$ cat src/hdl/sfrx_pkg.sv
`default_nettype none
// ----------------------------------------------------------------------------
// sfrx_pkg
// Shared types, constants and the CRC step for the byte-stuffed frame receiver.
// ----------------------------------------------------------------------------
package sfrx_pkg;

    localparam int unsigned COUNT_WIDTH_DEFAULT = 16;
    localparam int unsigned QUEUE_ADDR_WIDTH    = 2;
    localparam int unsigned CFG_INDEX_WIDTH     = 1;

    localparam logic [15:0] CRC_POLY = 16'h8408;
    localparam logic [15:0] CRC_INIT = 16'hFFFF;
    localparam logic [15:0] CRC_GOOD = 16'hF0B8;

    localparam logic [7:0] FLAG_OPEN  = 8'hC0;
    localparam logic [7:0] FLAG_CLOSE = 8'hC1;
    localparam logic [7:0] ESC_BYTE   = 8'h7D;
    localparam logic [7:0] ESC_XOR    = 8'h20;

    localparam logic [7:0] PROTOCOL_ID_RESET  = 8'h11;
    localparam logic [7:0] MESSAGE_TYPE_RESET = 8'h01;

    localparam logic [CFG_INDEX_WIDTH-1:0] REG_PROTOCOL_ID  = CFG_INDEX_WIDTH'(0);
    localparam logic [CFG_INDEX_WIDTH-1:0] REG_MESSAGE_TYPE = CFG_INDEX_WIDTH'(1);

    typedef enum logic [1:0] {
        KIND_DATA  = 2'd0,
        KIND_OPEN  = 2'd1,
        KIND_CLOSE = 2'd2
    } kind_t;

    typedef enum logic [1:0] {
        ST_GOOD       = 2'd0,
        ST_BAD_FCS    = 2'd1,
        ST_BAD_HEADER = 2'd2,
        ST_SHORT      = 2'd3
    } status_t;

    typedef struct packed {
        kind_t      kind;
        logic [7:0] data;
    } entry_t;

    function automatic logic [15:0] crc_byte(input logic [15:0] crc, input logic [7:0] b);
        logic [15:0] v;
        v = {8'h00, crc[7:0] ^ b};
        for (int i = 0; i < 8; i++) begin
            v = v[0] ? ((v >> 1) ^ CRC_POLY) : (v >> 1);
        end
        return {8'h00, crc[15:8]} ^ v;
    endfunction

endpackage
`default_nettype wire

$ cat src/hdl/sfrx_front.sv
`default_nettype none
// ----------------------------------------------------------------------------
// sfrx_front
// Line byte classifier: flag detection and unstuffing, pushes frame events.
// ----------------------------------------------------------------------------
module sfrx_front
(
    input  wire logic              clk,
    input  wire logic              rst_n,
    input  wire logic              in_valid,
    input  wire logic [7:0]        in_byte,
    output logic                   push,
    output sfrx_pkg::entry_t       push_entry
);

    logic in_frame_reg, in_frame_next;
    logic esc_reg, esc_next;

    always_comb
    begin
        in_frame_next   = in_frame_reg;
        esc_next        = esc_reg;
        push            = 1'b0;
        push_entry.kind = sfrx_pkg::KIND_DATA;
        push_entry.data = in_byte;
        if (in_valid)
        begin
            priority if (!in_frame_reg)
            begin
                if (in_byte == sfrx_pkg::FLAG_OPEN)
                begin
                    in_frame_next   = 1'b1;
                    esc_next        = 1'b0;
                    push            = 1'b1;
                    push_entry.kind = sfrx_pkg::KIND_OPEN;
                end
            end
            else if (esc_reg)
            begin
                esc_next        = 1'b0;
                push            = 1'b1;
                push_entry.data = in_byte ^ sfrx_pkg::ESC_XOR;
            end
            else if (in_byte == sfrx_pkg::ESC_BYTE)
            begin
                esc_next = 1'b1;
            end
            else if (in_byte == sfrx_pkg::FLAG_OPEN)
            begin
                push            = 1'b1;
                push_entry.kind = sfrx_pkg::KIND_OPEN;
            end
            else if (in_byte == sfrx_pkg::FLAG_CLOSE)
            begin
                in_frame_next   = 1'b0;
                push            = 1'b1;
                push_entry.kind = sfrx_pkg::KIND_CLOSE;
            end
            else
            begin
                push = 1'b1;
            end
        end
    end

    always_ff @(posedge clk or negedge rst_n)
    begin
        if (!rst_n)
        begin
            in_frame_reg <= 1'b0;
            esc_reg      <= 1'b0;
        end
        else
        begin
            in_frame_reg <= in_frame_next;
            esc_reg      <= esc_next;
        end
    end

endmodule
`default_nettype wire

$ cat src/hdl/sfrx_queue.sv
`default_nettype none
// ----------------------------------------------------------------------------
// sfrx_queue
// Short FIFO of frame events between the classifier and the frame engine.
// ----------------------------------------------------------------------------
module sfrx_queue
(
    input  wire logic              clk,
    input  wire logic              rst_n,
    input  wire logic              push,
    input  wire sfrx_pkg::entry_t  push_entry,
    output logic                   not_full,
    input  wire logic              pop,
    output logic                   not_empty,
    output sfrx_pkg::entry_t       head
);

    localparam int unsigned AW    = sfrx_pkg::QUEUE_ADDR_WIDTH;
    localparam int unsigned DEPTH = 1 << AW;

    sfrx_pkg::entry_t mem [DEPTH];
    logic [AW-1:0] wr_ptr_reg, rd_ptr_reg;
    logic [AW:0]   count_reg, count_next;

    assign not_full  = (count_reg != (AW+1)'(DEPTH));
    assign not_empty = (count_reg != '0);
    assign head      = mem[rd_ptr_reg];

    always_comb
    begin
        count_next = count_reg;
        if (push && !pop)
        begin
            count_next = count_reg + (AW+1)'(1);
        end
        else if (pop && !push)
        begin
            count_next = count_reg - (AW+1)'(1);
        end
    end

    always_ff @(posedge clk or negedge rst_n)
    begin
        if (!rst_n)
        begin
            wr_ptr_reg <= '0;
            rd_ptr_reg <= '0;
            count_reg  <= '0;
        end
        else
        begin
            if (push)
            begin
                wr_ptr_reg <= wr_ptr_reg + AW'(1);
            end
            if (pop)
            begin
                rd_ptr_reg <= rd_ptr_reg + AW'(1);
            end
            count_reg <= count_next;
        end
    end

    always_ff @(posedge clk)
    begin
        if (push)
        begin
            mem[wr_ptr_reg] <= push_entry;
        end
    end

endmodule
`default_nettype wire

$ cat src/hdl/sfrx_back.sv
`default_nettype none
// ----------------------------------------------------------------------------
// sfrx_back
// Frame engine: CRC, byte count, header capture, FCS holdback, frame status.
// ----------------------------------------------------------------------------
module sfrx_back
#(
    parameter int unsigned COUNT_WIDTH = sfrx_pkg::COUNT_WIDTH_DEFAULT
)
(
    input  wire logic                                clk,
    input  wire logic                                rst_n,
    input  wire logic                                cfg_write,
    input  wire logic [sfrx_pkg::CFG_INDEX_WIDTH-1:0] cfg_index,
    input  wire logic [7:0]                          cfg_data,
    input  wire logic                                avail,
    input  wire sfrx_pkg::entry_t                    head,
    output logic                                     pop,
    output logic                                     out_valid,
    input  wire logic                                out_ready,
    output logic [7:0]                               out_payload,
    output logic                                     out_end,
    output logic [1:0]                               out_status,
    output logic [15:0]                              out_length
);

    logic [7:0] protocol_id_reg, message_type_reg;

    logic [15:0]            crc_reg, crc_next;
    logic [COUNT_WIDTH-1:0] count_reg, count_next;
    logic [7:0]             header_reg [4];
    logic [7:0]             hold_reg [2];

    logic                 valid_reg, valid_next;
    logic                 emit;
    logic [7:0]           payload_reg, payload_next;
    logic                 end_reg, end_next;
    sfrx_pkg::status_t    status_reg, status_next;
    logic [15:0]          length_reg;

    logic is_data, is_open, is_close;

    assign pop      = avail && (!valid_reg || out_ready);
    assign is_data  = pop && (head.kind == sfrx_pkg::KIND_DATA);
    assign is_open  = pop && (head.kind == sfrx_pkg::KIND_OPEN);
    assign is_close = pop && (head.kind == sfrx_pkg::KIND_CLOSE);

    always_comb
    begin
        crc_next     = crc_reg;
        count_next   = count_reg;
        emit         = 1'b0;
        payload_next = hold_reg[0];
        end_next     = 1'b0;
        status_next  = sfrx_pkg::ST_GOOD;
        if (pop)
        begin
            unique case (head.kind)
                sfrx_pkg::KIND_DATA:
                begin
                    crc_next = sfrx_pkg::crc_byte(crc_reg, head.data);
                    if (count_reg != '1)
                    begin
                        count_next = count_reg + COUNT_WIDTH'(1);
                    end
                    emit = (count_reg >= COUNT_WIDTH'(6));
                end
                sfrx_pkg::KIND_CLOSE:
                begin
                    crc_next     = sfrx_pkg::CRC_INIT;
                    count_next   = '0;
                    emit         = 1'b1;
                    payload_next = 8'h00;
                    end_next     = 1'b1;
                    priority if (count_reg < COUNT_WIDTH'(6))
                        status_next = sfrx_pkg::ST_SHORT;
                    else if (crc_reg != sfrx_pkg::CRC_GOOD)
                        status_next = sfrx_pkg::ST_BAD_FCS;
                    else if (header_reg[0] != protocol_id_reg ||
                             header_reg[1] != message_type_reg)
                        status_next = sfrx_pkg::ST_BAD_HEADER;
                    else
                        status_next = sfrx_pkg::ST_GOOD;
                end
                default:
                begin
                    crc_next   = sfrx_pkg::CRC_INIT;
                    count_next = '0;
                end
            endcase
        end
    end

    always_comb
    begin
        valid_next = valid_reg;
        if (out_ready)
        begin
            valid_next = 1'b0;
        end
        if (emit)
        begin
            valid_next = 1'b1;
        end
    end

    always_ff @(posedge clk or negedge rst_n)
    begin
        if (!rst_n)
        begin
            protocol_id_reg  <= sfrx_pkg::PROTOCOL_ID_RESET;
            message_type_reg <= sfrx_pkg::MESSAGE_TYPE_RESET;
            crc_reg          <= sfrx_pkg::CRC_INIT;
            count_reg        <= '0;
            valid_reg        <= 1'b0;
        end
        else
        begin
            if (cfg_write && cfg_index == sfrx_pkg::REG_PROTOCOL_ID)
            begin
                protocol_id_reg <= cfg_data;
            end
            if (cfg_write && cfg_index == sfrx_pkg::REG_MESSAGE_TYPE)
            begin
                message_type_reg <= cfg_data;
            end
            crc_reg   <= crc_next;
            count_reg <= count_next;
            valid_reg <= valid_next;
        end
    end

    // header reads as zero until captured, so clear it on every frame boundary
    always_ff @(posedge clk)
    begin
        if (is_open || is_close)
        begin
            for (int i = 0; i < 4; i++)
            begin
                header_reg[i] <= 8'h00;
            end
        end
        else if (is_data && count_reg < COUNT_WIDTH'(4))
        begin
            header_reg[count_reg[1:0]] <= head.data;
        end
        if (is_data)
        begin
            hold_reg[0] <= hold_reg[1];
            hold_reg[1] <= head.data;
        end
        if (emit)
        begin
            payload_reg <= payload_next;
            end_reg     <= end_next;
            status_reg  <= status_next;
            length_reg  <= {header_reg[2], header_reg[3]};
        end
    end

    assign out_valid   = valid_reg;
    assign out_payload = payload_reg;
    assign out_end     = end_reg;
    assign out_status  = status_reg;
    assign out_length  = length_reg;

endmodule
`default_nettype wire

$ cat src/hdl/serial_frame_receiver_crc16_top.sv
`default_nettype none
// ----------------------------------------------------------------------------
// serial_frame_receiver_crc16_top
// Byte-stuffed frame receiver with CRC-16 FCS check and header capture.
// Throughput: one line byte per cycle while the output side takes results.
// Pipeline: classifier into the event queue, frame engine into the output register.
// Reset: frame and queue state cleared, registers back to 0x11 and 0x01.
// ----------------------------------------------------------------------------
module serial_frame_receiver_crc16_top
#(
    parameter int unsigned COUNT_WIDTH = sfrx_pkg::COUNT_WIDTH_DEFAULT
)
(
    input  wire logic                                 clk,
    input  wire logic                                 rst_n,
    input  wire logic                                 s_tvalid,
    output logic                                      s_tready,
    input  wire logic [7:0]                           s_tdata,   // [7:0] rx_byte
    output logic                                      m_tvalid,
    input  wire logic                                 m_tready,
    // [7:0] payload_byte, [9:8] frame_status, [25:10] header_length, rest 0
    output logic [31:0]                               m_tdata,
    output logic                                      m_tlast,   // frame_end
    input  wire logic                                 cfg_valid,
    output logic                                      cfg_ready,
    input  wire logic [sfrx_pkg::CFG_INDEX_WIDTH-1:0] cfg_index,
    input  wire logic [7:0]                           cfg_data
);

    logic             push, not_full, pop, not_empty;
    sfrx_pkg::entry_t push_entry, head;
    logic [7:0]       payload;
    logic [1:0]       status;
    logic [15:0]      length;

    assign s_tready  = not_full;
    assign cfg_ready = 1'b1;

    sfrx_front u_front
    (
        .clk        (clk),
        .rst_n      (rst_n),
        .in_valid   (s_tvalid && not_full),
        .in_byte    (s_tdata),
        .push       (push),
        .push_entry (push_entry)
    );

    sfrx_queue u_queue
    (
        .clk        (clk),
        .rst_n      (rst_n),
        .push       (push),
        .push_entry (push_entry),
        .not_full   (not_full),
        .pop        (pop),
        .not_empty  (not_empty),
        .head       (head)
    );

    sfrx_back
    #(
        .COUNT_WIDTH (COUNT_WIDTH)
    )
    u_back
    (
        .clk         (clk),
        .rst_n       (rst_n),
        .cfg_write   (cfg_valid),
        .cfg_index   (cfg_index),
        .cfg_data    (cfg_data),
        .avail       (not_empty),
        .head        (head),
        .pop         (pop),
        .out_valid   (m_tvalid),
        .out_ready   (m_tready),
        .out_payload (payload),
        .out_end     (m_tlast),
        .out_status  (status),
        .out_length  (length)
    );

    assign m_tdata = {6'b000000, length, status, payload};

endmodule
`default_nettype wire

$ cat config.mk
export PLATFORM = sky130hd
export DESIGN_NAME = serial_frame_receiver_crc16_top
export DESIGN_NICKNAME = d
export VERILOG_FILES = /design/src/hdl/sfrx_pkg.sv /design/src/hdl/sfrx_front.sv /design/src/hdl/sfrx_queue.sv /design/src/hdl/sfrx_back.sv /design/src/hdl/serial_frame_receiver_crc16_top.sv
export SDC_FILE = /design/constraint.sdc
export NUM_CORES = 1
export LEC_CHECK = 0
export BUFFER_PORTS_ARGS = -buffer_cell sky130_fd_sc_hd__buf_2
export CAP_MARGIN = 20
export CORE_MARGIN = 3
export CORE_UTILIZATION = 40
export DETAILED_ROUTE_END_ITERATION = 12
export MAX_ROUTING_LAYER = met4
export PLACE_DENSITY = 0.54
export SLEW_MARGIN = 10
export SYNTH_ARGS = -nofsm -noshare
export SYNTH_HDL_FRONTEND = slang
export SYNTH_SLANG_ARGS = --single-unit
export TNS_END_PERCENT = 10
$ cat constraint.sdc
create_clock -name clk -period 4.5 [get_ports clk]
set_clock_uncertainty 0.05 [all_clocks]
set_input_delay 1.35 -clock clk [delete_from_list [all_inputs] [get_ports clk]]
set_output_delay 1.35 -clock clk [all_outputs]
set_load 0.02 [all_outputs]
==> results of run 1 <==
-- area by class of cell --
class | instances | area, sq um | share of cell area, %
flip-flops and latches | 173 | 4930 | 58.0
multi-input cells | 317 | 2220 | 26.2
clock buffers | 18 | 429 | 5.05
repair buffers | 67 | 378 | 4.45
well taps | 225 | 282 | 3.31
clock inverters | 14 | 198 | 2.33
inverters | 16 | 60.1 | 0.707
-- kinds of logic (layout without fill, tap and decap cells) --
logic type / after synthesis / count (layout)
DFF: 173 / 173
and+or+nand+nor: 158 / 158
AOI/OAI and AO/OA: 57 / 57
xor gates and xnor gates: 50 / 50
muxes: 38 / 38
buffers and inverters: 37 / 115
adders and majority gates: 7 / 7
other: 2 / 7
-- per-stage QoR --
| stage | setup slack, ns | hold slack [ns] | total power, mW |
|---|---|---|---|
| after floorplan | 0.484 | 0.350 | 4.19 |
| after global placement | 0.374 | 0.352 | 4.84 |
| after detailed placement | 0.282 | 0.357 | 4.89 |
| after CTS | 0.726 | 0.374 | 6.44 |
| after global routing | 0.589 | 0.382 | 6.76 |
| final | 0.724 | 0.368 | 6.36 |
-- power by group through the flow --
stage / combinational (mW) / clock, mW / sequential [mW]
global route: 2.34 / 1.64 / 2.77
global placement: 2.10 / 0 / 2.73
floorplan: 1.42 / 0 / 2.77
detailed placement: 2.15 / 0 / 2.75
finish: 2.12 / 1.54 / 2.70
CTS: 2.15 / 1.57 / 2.71
-- worst max path at each step --
stage / startpoint / endpoint / slack, ns / cells after the start
final: s_tdata[4] / u_queue.count_reg[2] / 0.72 / 11
after global routing: s_tdata[4] / u_queue.count_reg[2] / 0.59 / 11
after CTS: s_tdata[4] / u_queue.count_reg[2] / 0.73 / 11
after detailed placement: s_tdata[4] / u_queue.count_reg[2] / 0.28 / 11
after global placement: s_tdata[4] / u_queue.count_reg[2] / 0.37 / 11
after floorplan: s_tdata[4] / u_queue.count_reg[2] / 0.48 / 10
-- layout by cell type (no fill, tap or decap), types with 3 or more instances in the layout --
cell type  Yosys  layout
and3_1         3       3
nand2_1       26      26
o22a_1        13      13
nand4_1        7       7
edfxtp_1     115     115
nor2b_1       10      10
bufinv_16      0       3
o211ai_1       4       4
nor3_1         6       6
a21oi_1       12      12
inv_6          0       6
or4_1          4       4
conb_1         2       7
or4b_2         3       3
o31ai_1        3       3
clkbuf_16      0      17
buf_2          4      50
or2_2          5       5
o21ai_0       18      18
dfstp_2       19      19
buf_4          7      17
mux2_2        27      27
inv_1         15      15
ha_1           6       6
xnor2_1       24      24
mux2i_1        9       9
dfrtp_1       39      39
nand4b_1       3       3
and2_1         6       6
nand2b_1       3       3
xor2_1        26      26
nand3_1        8       8
or3_1          7       7
nor2_2         8       8
nor4_1         9       9
nor2_1        42      42
-- metal layers --
| metal | track usage (%) | vias up |
|---|---|---|
| li1 | - | 2018 |
| met1 | 21.3 | 2085 |
| met2 | 22.2 | 94 |
| met3 | 3.84 | 14 |
| met4 | 4.79 | 0 |
| met5 | - | - |
-- critical path, stage by stage --
cell      delay [ns]
buf_2           0.14
or4b_1          0.51
or3_1           0.36
or2_2           0.32
a211oi_2        0.27
ha_1            0.22
inv_1           0.06
fa_1            0.37
xor2_1          0.16
nor2_1          0.14
xor2_1          0.17
==> flow_summary.ini, run 1 <==
[cts]
cts_sinks = 173
cts_setup_buffers = 0
clockBufferDepth = 2
cts_buffers = 17
clk_latency_ns = 0.42
post_cts_resized = 0
cts_tree = yes
hold_buffers = 0
root_buffer = clkbuf_16
clk_pin_slew_ns = 0.07
htreeDepth = 4

[worst_setup_path]
cp-start-kind = input pin
rr_startpoint = u_queue.rd_ptr_reg[0]
r2r_end = u_back.header_reg[0][5]
worstPathRequired_ns = 4.79
crit_fanout = 6
end_kind = register
crit_arrival_ns = 4.07
crit_type = in -> reg
r2r_cells = 6
rrSetupSlack_ns = 0.94

[finish]
largest_reg_flops = 40
fin_util_pct = 48.3
diodes = 0
syn_to_final_growth_pct = 16.0
final_area_sq_um = 8500
final_cells = 830
layout-drive-gt1-share_pct = 27.3
n_fill_cell = 1556
nets = 621

[sta]
maxSlewHeadroom_pct = 35.6
hold_violations = 0
setup_viol = 0
max_freq_mhz = 265
post-route-period-util_pct = 83.9
finalCriticalPeriod_ns = 3.78
rsz0062_at_grt = no
finalSetupTns_ns = 0
maxSlewViolCount = 0
tightest_slew_ns = 0.959

[logic_synthesis]
yosysMostFrequentCell = edfxtp_1
yosysTopAreaCell = edfxtp_1
synth-seq-cells = 173
synth-compound-area-share_pct = 5.12
avgSynthCellArea_sq_um = 14.0
synthMuxAreaShare_pct = 6.00
synth_fa_ha_area_share_pct = 1.30
synth_cells = 522
synth_simple_gate_area_share_pct = 11.6
synth_area_sq_um = 7320
synthTopCellsByCount = 115 x edfxtp_1, 42 x nor2_1, 39 x dfrtp_1
async_flop_share_pct = 33.5
yosysUniqueCellTypes = 50
synth_enable_flop_cells = 115
synth_flop_cell = edfxtp_1
synth_top_area_share_pct = 47.1
netlist_top_cells_area = edfxtp_1 47%, dfrtp_1 13%, dfstp_2 6.8%, mux2_2 4.2%, xor2_1 3.1%
yosys_warnings = 0
ys_seq_area_share_pct = 67.3
synth_xor_area_share_pct = 5.98
synth_top_family_by_area = simple AND/OR/NAND/NOR gates

[place]
gp_congestion = 0.825
placed_area_sq_um = 7870
placedCellCount = 798
dp_hpwl_um = 9890
port_buffers = 50

[detailed_routing]
first_pass_iters = 6
routed-via-count = 4211
wl_met3_um = 692
ant_nets = 0
wirelength_um = 13900
wl_met1_um = 6640
wl_met2_um = 6390
drtIter0Drc = 246
via_per_inst = 5.07
wl_per_cell_um = 16.7
top_layer = met4
drc = 0

[floorplanning]
core_sq_um = 17600
die_h_um = 141
die_area_sq_um = 20000
start_util_pct = 41.6
die_w_um = 141
pin_count = 58
fp-row-count = 48

[flow_run]
max_cap_viol_count = 0

[global_route]
grtUsageTotal_pct = 15.3
grt_max_degree = 31
antenna_found_initial = 0
grt_pass1_wl_um = 23000
overflow = 0
first_global_vias = 4230

[outcome]
outcome = finished clean

[power]
powerDensity_nw_per_um2 = 748
ir_drop_uv = 325
pwr-share-comb_pct = 33.3
seq_power_share_pct = 42.5
p_leak_nw = 3.21
internal-power_mw = 4.15
switchingPower_mw = 2.21
switching_share_pct = 34.8
clkPwrFrac_pct = 24.2

[min_path]
whs_endpoint = u_back.hold_reg[0][6]
min_from = u_back.hold_reg[0][14]
hold_depth = 0
hold_class = reg -> reg
Power figures use the tool's default switching activity.
==> run 2, diff against run 1 <==
Settings changed: ABC_AREA set to 1, PLACE_DENSITY 0.54 to 0.56.
Clock period 4.5 ns to 3.3 ns, I/O delays scaled along.
==> flow_summary.ini, run 2 <==
[worst_setup_path]
cpLargestDelayFamily = simple AND/OR/NAND/NOR gates
slowest_delay_ns = 0.37
slowest_stage = fa_1
end_kind = register
path_cells = buf_2, nor2_1, inv_1, nor2_1, nand3_1, inv_1, nand4_1, nand2_1, nand2_1, inv_1, ha_1, inv_1, fa_1, a21oi_1, o21ai_0, xor2_1
worstPathRequired_ns = 3.55
r2r_end = u_back.header_reg[1][0]
rr_startpoint = u_queue.rd_ptr_reg[0]
cp-start-kind = input pin
crit_fanout = 6
rrSetupSlack_ns = 0.80
cpMostUsedCell = inv_1
path_buf_inv = 5
crit_arrival_ns = 2.99
crit_type = in -> reg
r2r_cells = 9

[cts]
cts_buffers = 17
clk_pin_slew_ns = 0.07
post_cts_resized = 0
clk_latency_ns = 0.42
cts_setup_buffers = 0
cts_sinks = 173
root_buffer = clkbuf_16
clockBufferDepth = 2
htreeDepth = 4
hold_buffers = 0
cts_tree = yes

[sta]
post-route-period-util_pct = 82.9
rsz0062_at_grt = no
fin_hold_ws_ns = 0.368
finalSetupTns_ns = 0
tightest_slew_ns = 0.745
finalCriticalPeriod_ns = 2.74
hold_violations = 0
maxSlewViolCount = 0
setup_viol = 0
setup_slack_ns = 0.564
maxSlewHeadroom_pct = 49.9
max_freq_mhz = 366

[power]
powerDensity_nw_per_um2 = 1020
ir_drop_uv = 501
p_total_mw = 9.13
p_leak_nw = 3.87

[min_path]
hold_depth = 0
whs_endpoint = m_tdata[17]
hold_class = reg -> reg
min_from = u_back.header_reg[3][7]

[logic_synthesis]
yosys_warnings = 0
synth_flop_cell = edfxtp_1
netlist_top_cells_area = edfxtp_1 44%, dfrtp_1 13%, nand2_1 8.7%, dfstp_2 6.4%, inv_1 5.1%
yosysUniqueCellTypes = 36
ys_seq_area_share_pct = 63.5
synth_cells = 769
yosysTopAreaCell = edfxtp_1
synthTopCellsByCount = 179 x nand2_1, 115 x edfxtp_1, 106 x inv_1
synth_top_area_share_pct = 44.5
synth_enable_flop_cells = 115
yosysMostFrequentCell = nand2_1
synth-seq-cells = 173
avgSynthCellArea_sq_um = 10.1
synth_area_sq_um = 7760
async_flop_share_pct = 33.5

[finish]
syn_to_final_growth_pct = 15.4
multi_input_area_sq_um = 2290
seq_area_sq_um = 4930
final_area_sq_um = 8960
largest_reg_flops = 40
fin_util_pct = 47.4
final_cells = 1109
diodes = 0
final_cell_mix = 179 x nand2_1, 115 x edfxtp_1, 106 x inv_1, 77 x nand3_1, 71 x nor2_1
nets = 865
final_common_cell = nand2_1
n_fill_cell = 1811
layout-drive-gt1-share_pct = 15.2

[place]
placedCellCount = 1077
port_buffers = 50
placed_area_sq_um = 8350
gp_congestion = 0.876
dp_hpwl_um = 11000
place_ws_ns = 0.109

[detailed_routing]
drc = 0
wirelength_um = 15400
drtIter0Drc = 301
routed-via-count = 5122
ant_nets = 0
wl_per_cell_um = 13.9
first_pass_iters = 5
via_per_inst = 4.62

[floorplanning]
start_util_pct = 41.1
die_area_sq_um = 21100
fp-row-count = 50
die_w_um = 145
core_sq_um = 18900
die_h_um = 145
pin_count = 58

[global_route]
grt_max_degree = 34
first_global_vias = 5052
grtUsageTotal_pct = 15.7
antenna_found_initial = 0
overflow = 0
grt_pass1_wl_um = 25900

[flow_run]
max_cap_viol_count = 0

[outcome]
outcome = finished clean
## run 2: cell count changes in the layout (fill, tap and decap cells not counted), sizes merged, moves of 9 or more
cell	previous run	this run
xor2	26	15
nor2b	10	0
mux2i	9	0
nand2	26	181
o21ai	18	44
inv	24	114
nor2	50	72
mux2	27	0
nand3	8	80
o22a	13	0
## run 2: final cells by class
| class | count | share of cell area (%) |
|---|---|---|
| multi-input combinational | 467 | 25.6 |
| inverter | 111 | 4.65 |
| clock buffer | 18 | 4.79 |
| tap | 260 | 3.63 |
| clock inverter | 14 | 2.03 |
| sequential | 173 | 55.0 |
| timing repair buffer | 66 | 4.27 |
## run 2: logic make-up (layout without fill, tap and decap cells)
kind of cell	count (synthesis)	in the layout	synth area share (%)
xor+xnor	32	32	3.61
simple gates	367	367	20.7
other cells	2	7	0.0967
flops	173	173	63.5
fa+ha+maj	7	7	1.22
buf+inv	134	209	7.27
compound gates	54	54	3.63
## run 2: worst max path at each step
stage | from | endpoint | slack [ns] | cells after the start
floorplan | m_tready | m_tdata[10] | 0.43 | 5
global placement | s_tdata[3] | u_queue.count_reg[2] | 0.14 | 16
detailed placement | s_tdata[3] | u_queue.count_reg[2] | 0.11 | 16
CTS | s_tdata[3] | u_queue.count_reg[2] | 0.56 | 16
global route | s_tdata[3] | u_queue.count_reg[2] | 0.32 | 16
finish | s_tdata[3] | u_queue.count_reg[2] | 0.56 | 16
## run 2: where the power goes
| part | switching [mW] | total [mW] | internal, mW |
|---|---|---|---|
| logic | 2.39 | 3.33 | 0.943 |
| registers | 0.289 | 3.72 | 3.43 |
| clock network | 0.868 | 2.07 | 1.21 |
## run 2: routing by layer
metal | vias up | share of wire [%] | GRT usage [%]
li1 | 2632 | - | -
met1 | 2376 | 49 | 21.5
met2 | 98 | 46 | 23.7
met3 | 16 | 3.7 | 3.27
met4 | 0 | 1.3 | 5.22
met5 | - | 0 | -
==> run 3, diff against run 2 <==
Settings changed: ABC_AREA 1 to 0, PLACE_DENSITY 0.56 to 0.54.
Clock period 3.3 ns to 2.6 ns, I/O delays scaled along.
==> flow_summary.ini, run 3 (synthesized netlist as in run 1, its figures left out) <==
[outcome]
outcome = complete, but fails checks
violations = negative setup slack

[sta]
maxSlewViolCount = 0
setup_slack_ns = -0.367
fin_hold_ws_ns = 0.298
post-route-period-util_pct = 114
maxSlewHeadroom_pct = 61.5
max_freq_mhz = 337
rsz0062_at_grt = yes
hold_violations = 0
tightest_slew_ns = 0.573
finalCriticalPeriod_ns = 2.97
setup_viol = 98

[place]
placed_area_sq_um = 8360
port_buffers = 50
place_ws_ns = -0.809
dp_hpwl_um = 10200
gp_congestion = 0.841

[cts]
clk_pin_slew_ns = 0.06
cts_tree = yes
cts_sinks = 173
clockBufferDepth = 2
htreeDepth = 4
root_buffer = clkbuf_16
clk_latency_ns = 0.42
cts_buffers = 17
hold_buffers = 0

[detailed_routing]
drtIter0Drc = 384
routed-via-count = 4360
first_pass_iters = 4
wirelength_um = 14200
ant_nets = 0
drc = 0
via_per_inst = 4.98
wl_per_cell_um = 16.2

[worst_setup_path]
end_kind = register
slowest_delay_ns = 0.51
crit_type = in -> reg
worstPathRequired_ns = 2.89
path_buf_inv = 2
cpLargestDelayFamily = simple AND/OR/NAND/NOR gates
crit_fanout = 2
cp-start-kind = input pin
crit_arrival_ns = 3.26
path_cells = buf_6, or4b_4, or3_4, or2_4, a211oi_4, ha_2, inv_2, fa_2, xor2_1, nor2_1, xor2_1
slowest_stage = or4b_4
cpMostUsedCell = xor2_1

[power]
p_total_mw = 11.7
ir_drop_uv = 657
powerDensity_nw_per_um2 = 1290
p_leak_nw = 3.48

[finish]
final_area_sq_um = 9060
fin_util_pct = 51.5
layout-drive-gt1-share_pct = 35.8
final_cell_mix = 115 x edfxtp_1, 50 x buf_4, 48 x buf_2, 39 x dfrtp_1, 33 x nor2_1
syn_to_final_growth_pct = 23.7
diodes = 0
final_common_cell = edfxtp_1
nets = 667
largest_reg_flops = 40

[min_path]
hold_class = in -> async

[global_route]
grt_max_degree = 59
grt_pass1_wl_um = 23400
antenna_found_initial = 0
first_global_vias = 4428
grtUsageTotal_pct = 15.5
overflow = 0

[floorplanning]
pin_count = 58
start_util_pct = 41.6
die_h_um = 141
die_area_sq_um = 20000
die_w_um = 141
core_sq_um = 17600
fp-row-count = 48

[flow_run]
max_cap_viol_count = 0
==> run 3: cell count changes in the layout (fill, tap and decap cells not counted), moves of 26 or more <==
cell / previous run / this run
nand2_1: 179 / 23
inv_1: 106 / 14
nand3_1: 77 / 8
nor2_1: 71 / 33
buf_4: 15 / 50
mux2_2: 0 / 26
==> run 3: worst register-to-register path, delay by kind of cell (launching register included) <==
kind / cells / cell delay [ns]
and+or+nand+nor: 4 / 1.47
muxes: 1 / 0.53
DFF: 1 / 0.40
buffers and inverters: 1 / 0.14
==> run 3: path summary, 6_finish.rpt <==
check                                        start                          to  slack, ns  cells after the start
setup / recovery                        s_tdata[4]        u_queue.count_reg[2]      -0.37                     11
hold / removal                               rst_n  u_back.message_type_reg[6]       0.30                      2
setup reg to reg             u_queue.rd_ptr_reg[0]     u_back.header_reg[1][3]      -0.27                      6
hold reg to reg            u_back.header_reg[3][5]                 m_tdata[15]       0.37                      0
max in group asynchronous                    rst_n           u_back.crc_reg[2]       1.86                      2
min in group clk           u_back.header_reg[3][5]                 m_tdata[15]       0.37                      0
==> run 3: routing by layer <==
metal	global-route usage [%]	vias up	share of wire, %
met1	20.8	2157	47
met4	4.13	0	0.83
met3	4.31	8	4.2
li1	-	2110	-
met5	-	-	0
met2	23.6	85	48
==> run 3: stage by stage <==
step | setup TNS [ns] | cells
finish | -11.24 | 876
global route | -16.17 | 876
CTS | -11.07 | 877
detailed placement | -35.17 | 842
global placement | -32.49 | 842
floorplan | -31.33 | 527
==> run 3: where the power goes <==
group	internal (mW)	leakage (nW)	switching (mW)	total, mW
Clock	1.54	0.290	1.05	2.59
Sequential	4.22	1.77	0.373	4.60
Combinational	1.96	1.42	2.54	4.50
==> run 3: repair_timing <==
item                       4_1_cts  5_1_grt
buffers inserted                 3        0
gates resized for setup         10       17
setup endpoints to repair       98      105
pin swaps                        3        2
==> run 3: cell type report <==
class | count | area (sq um)
clock buffers | 19 | 443
clock inverters | 13 | 163
fillers | 1496 | 8530
inverters | 16 | 60.1
multi-input cells | 317 | 2330
flip-flops and latches | 173 | 4930
well taps | 225 | 282
repair buffers | 113 | 855
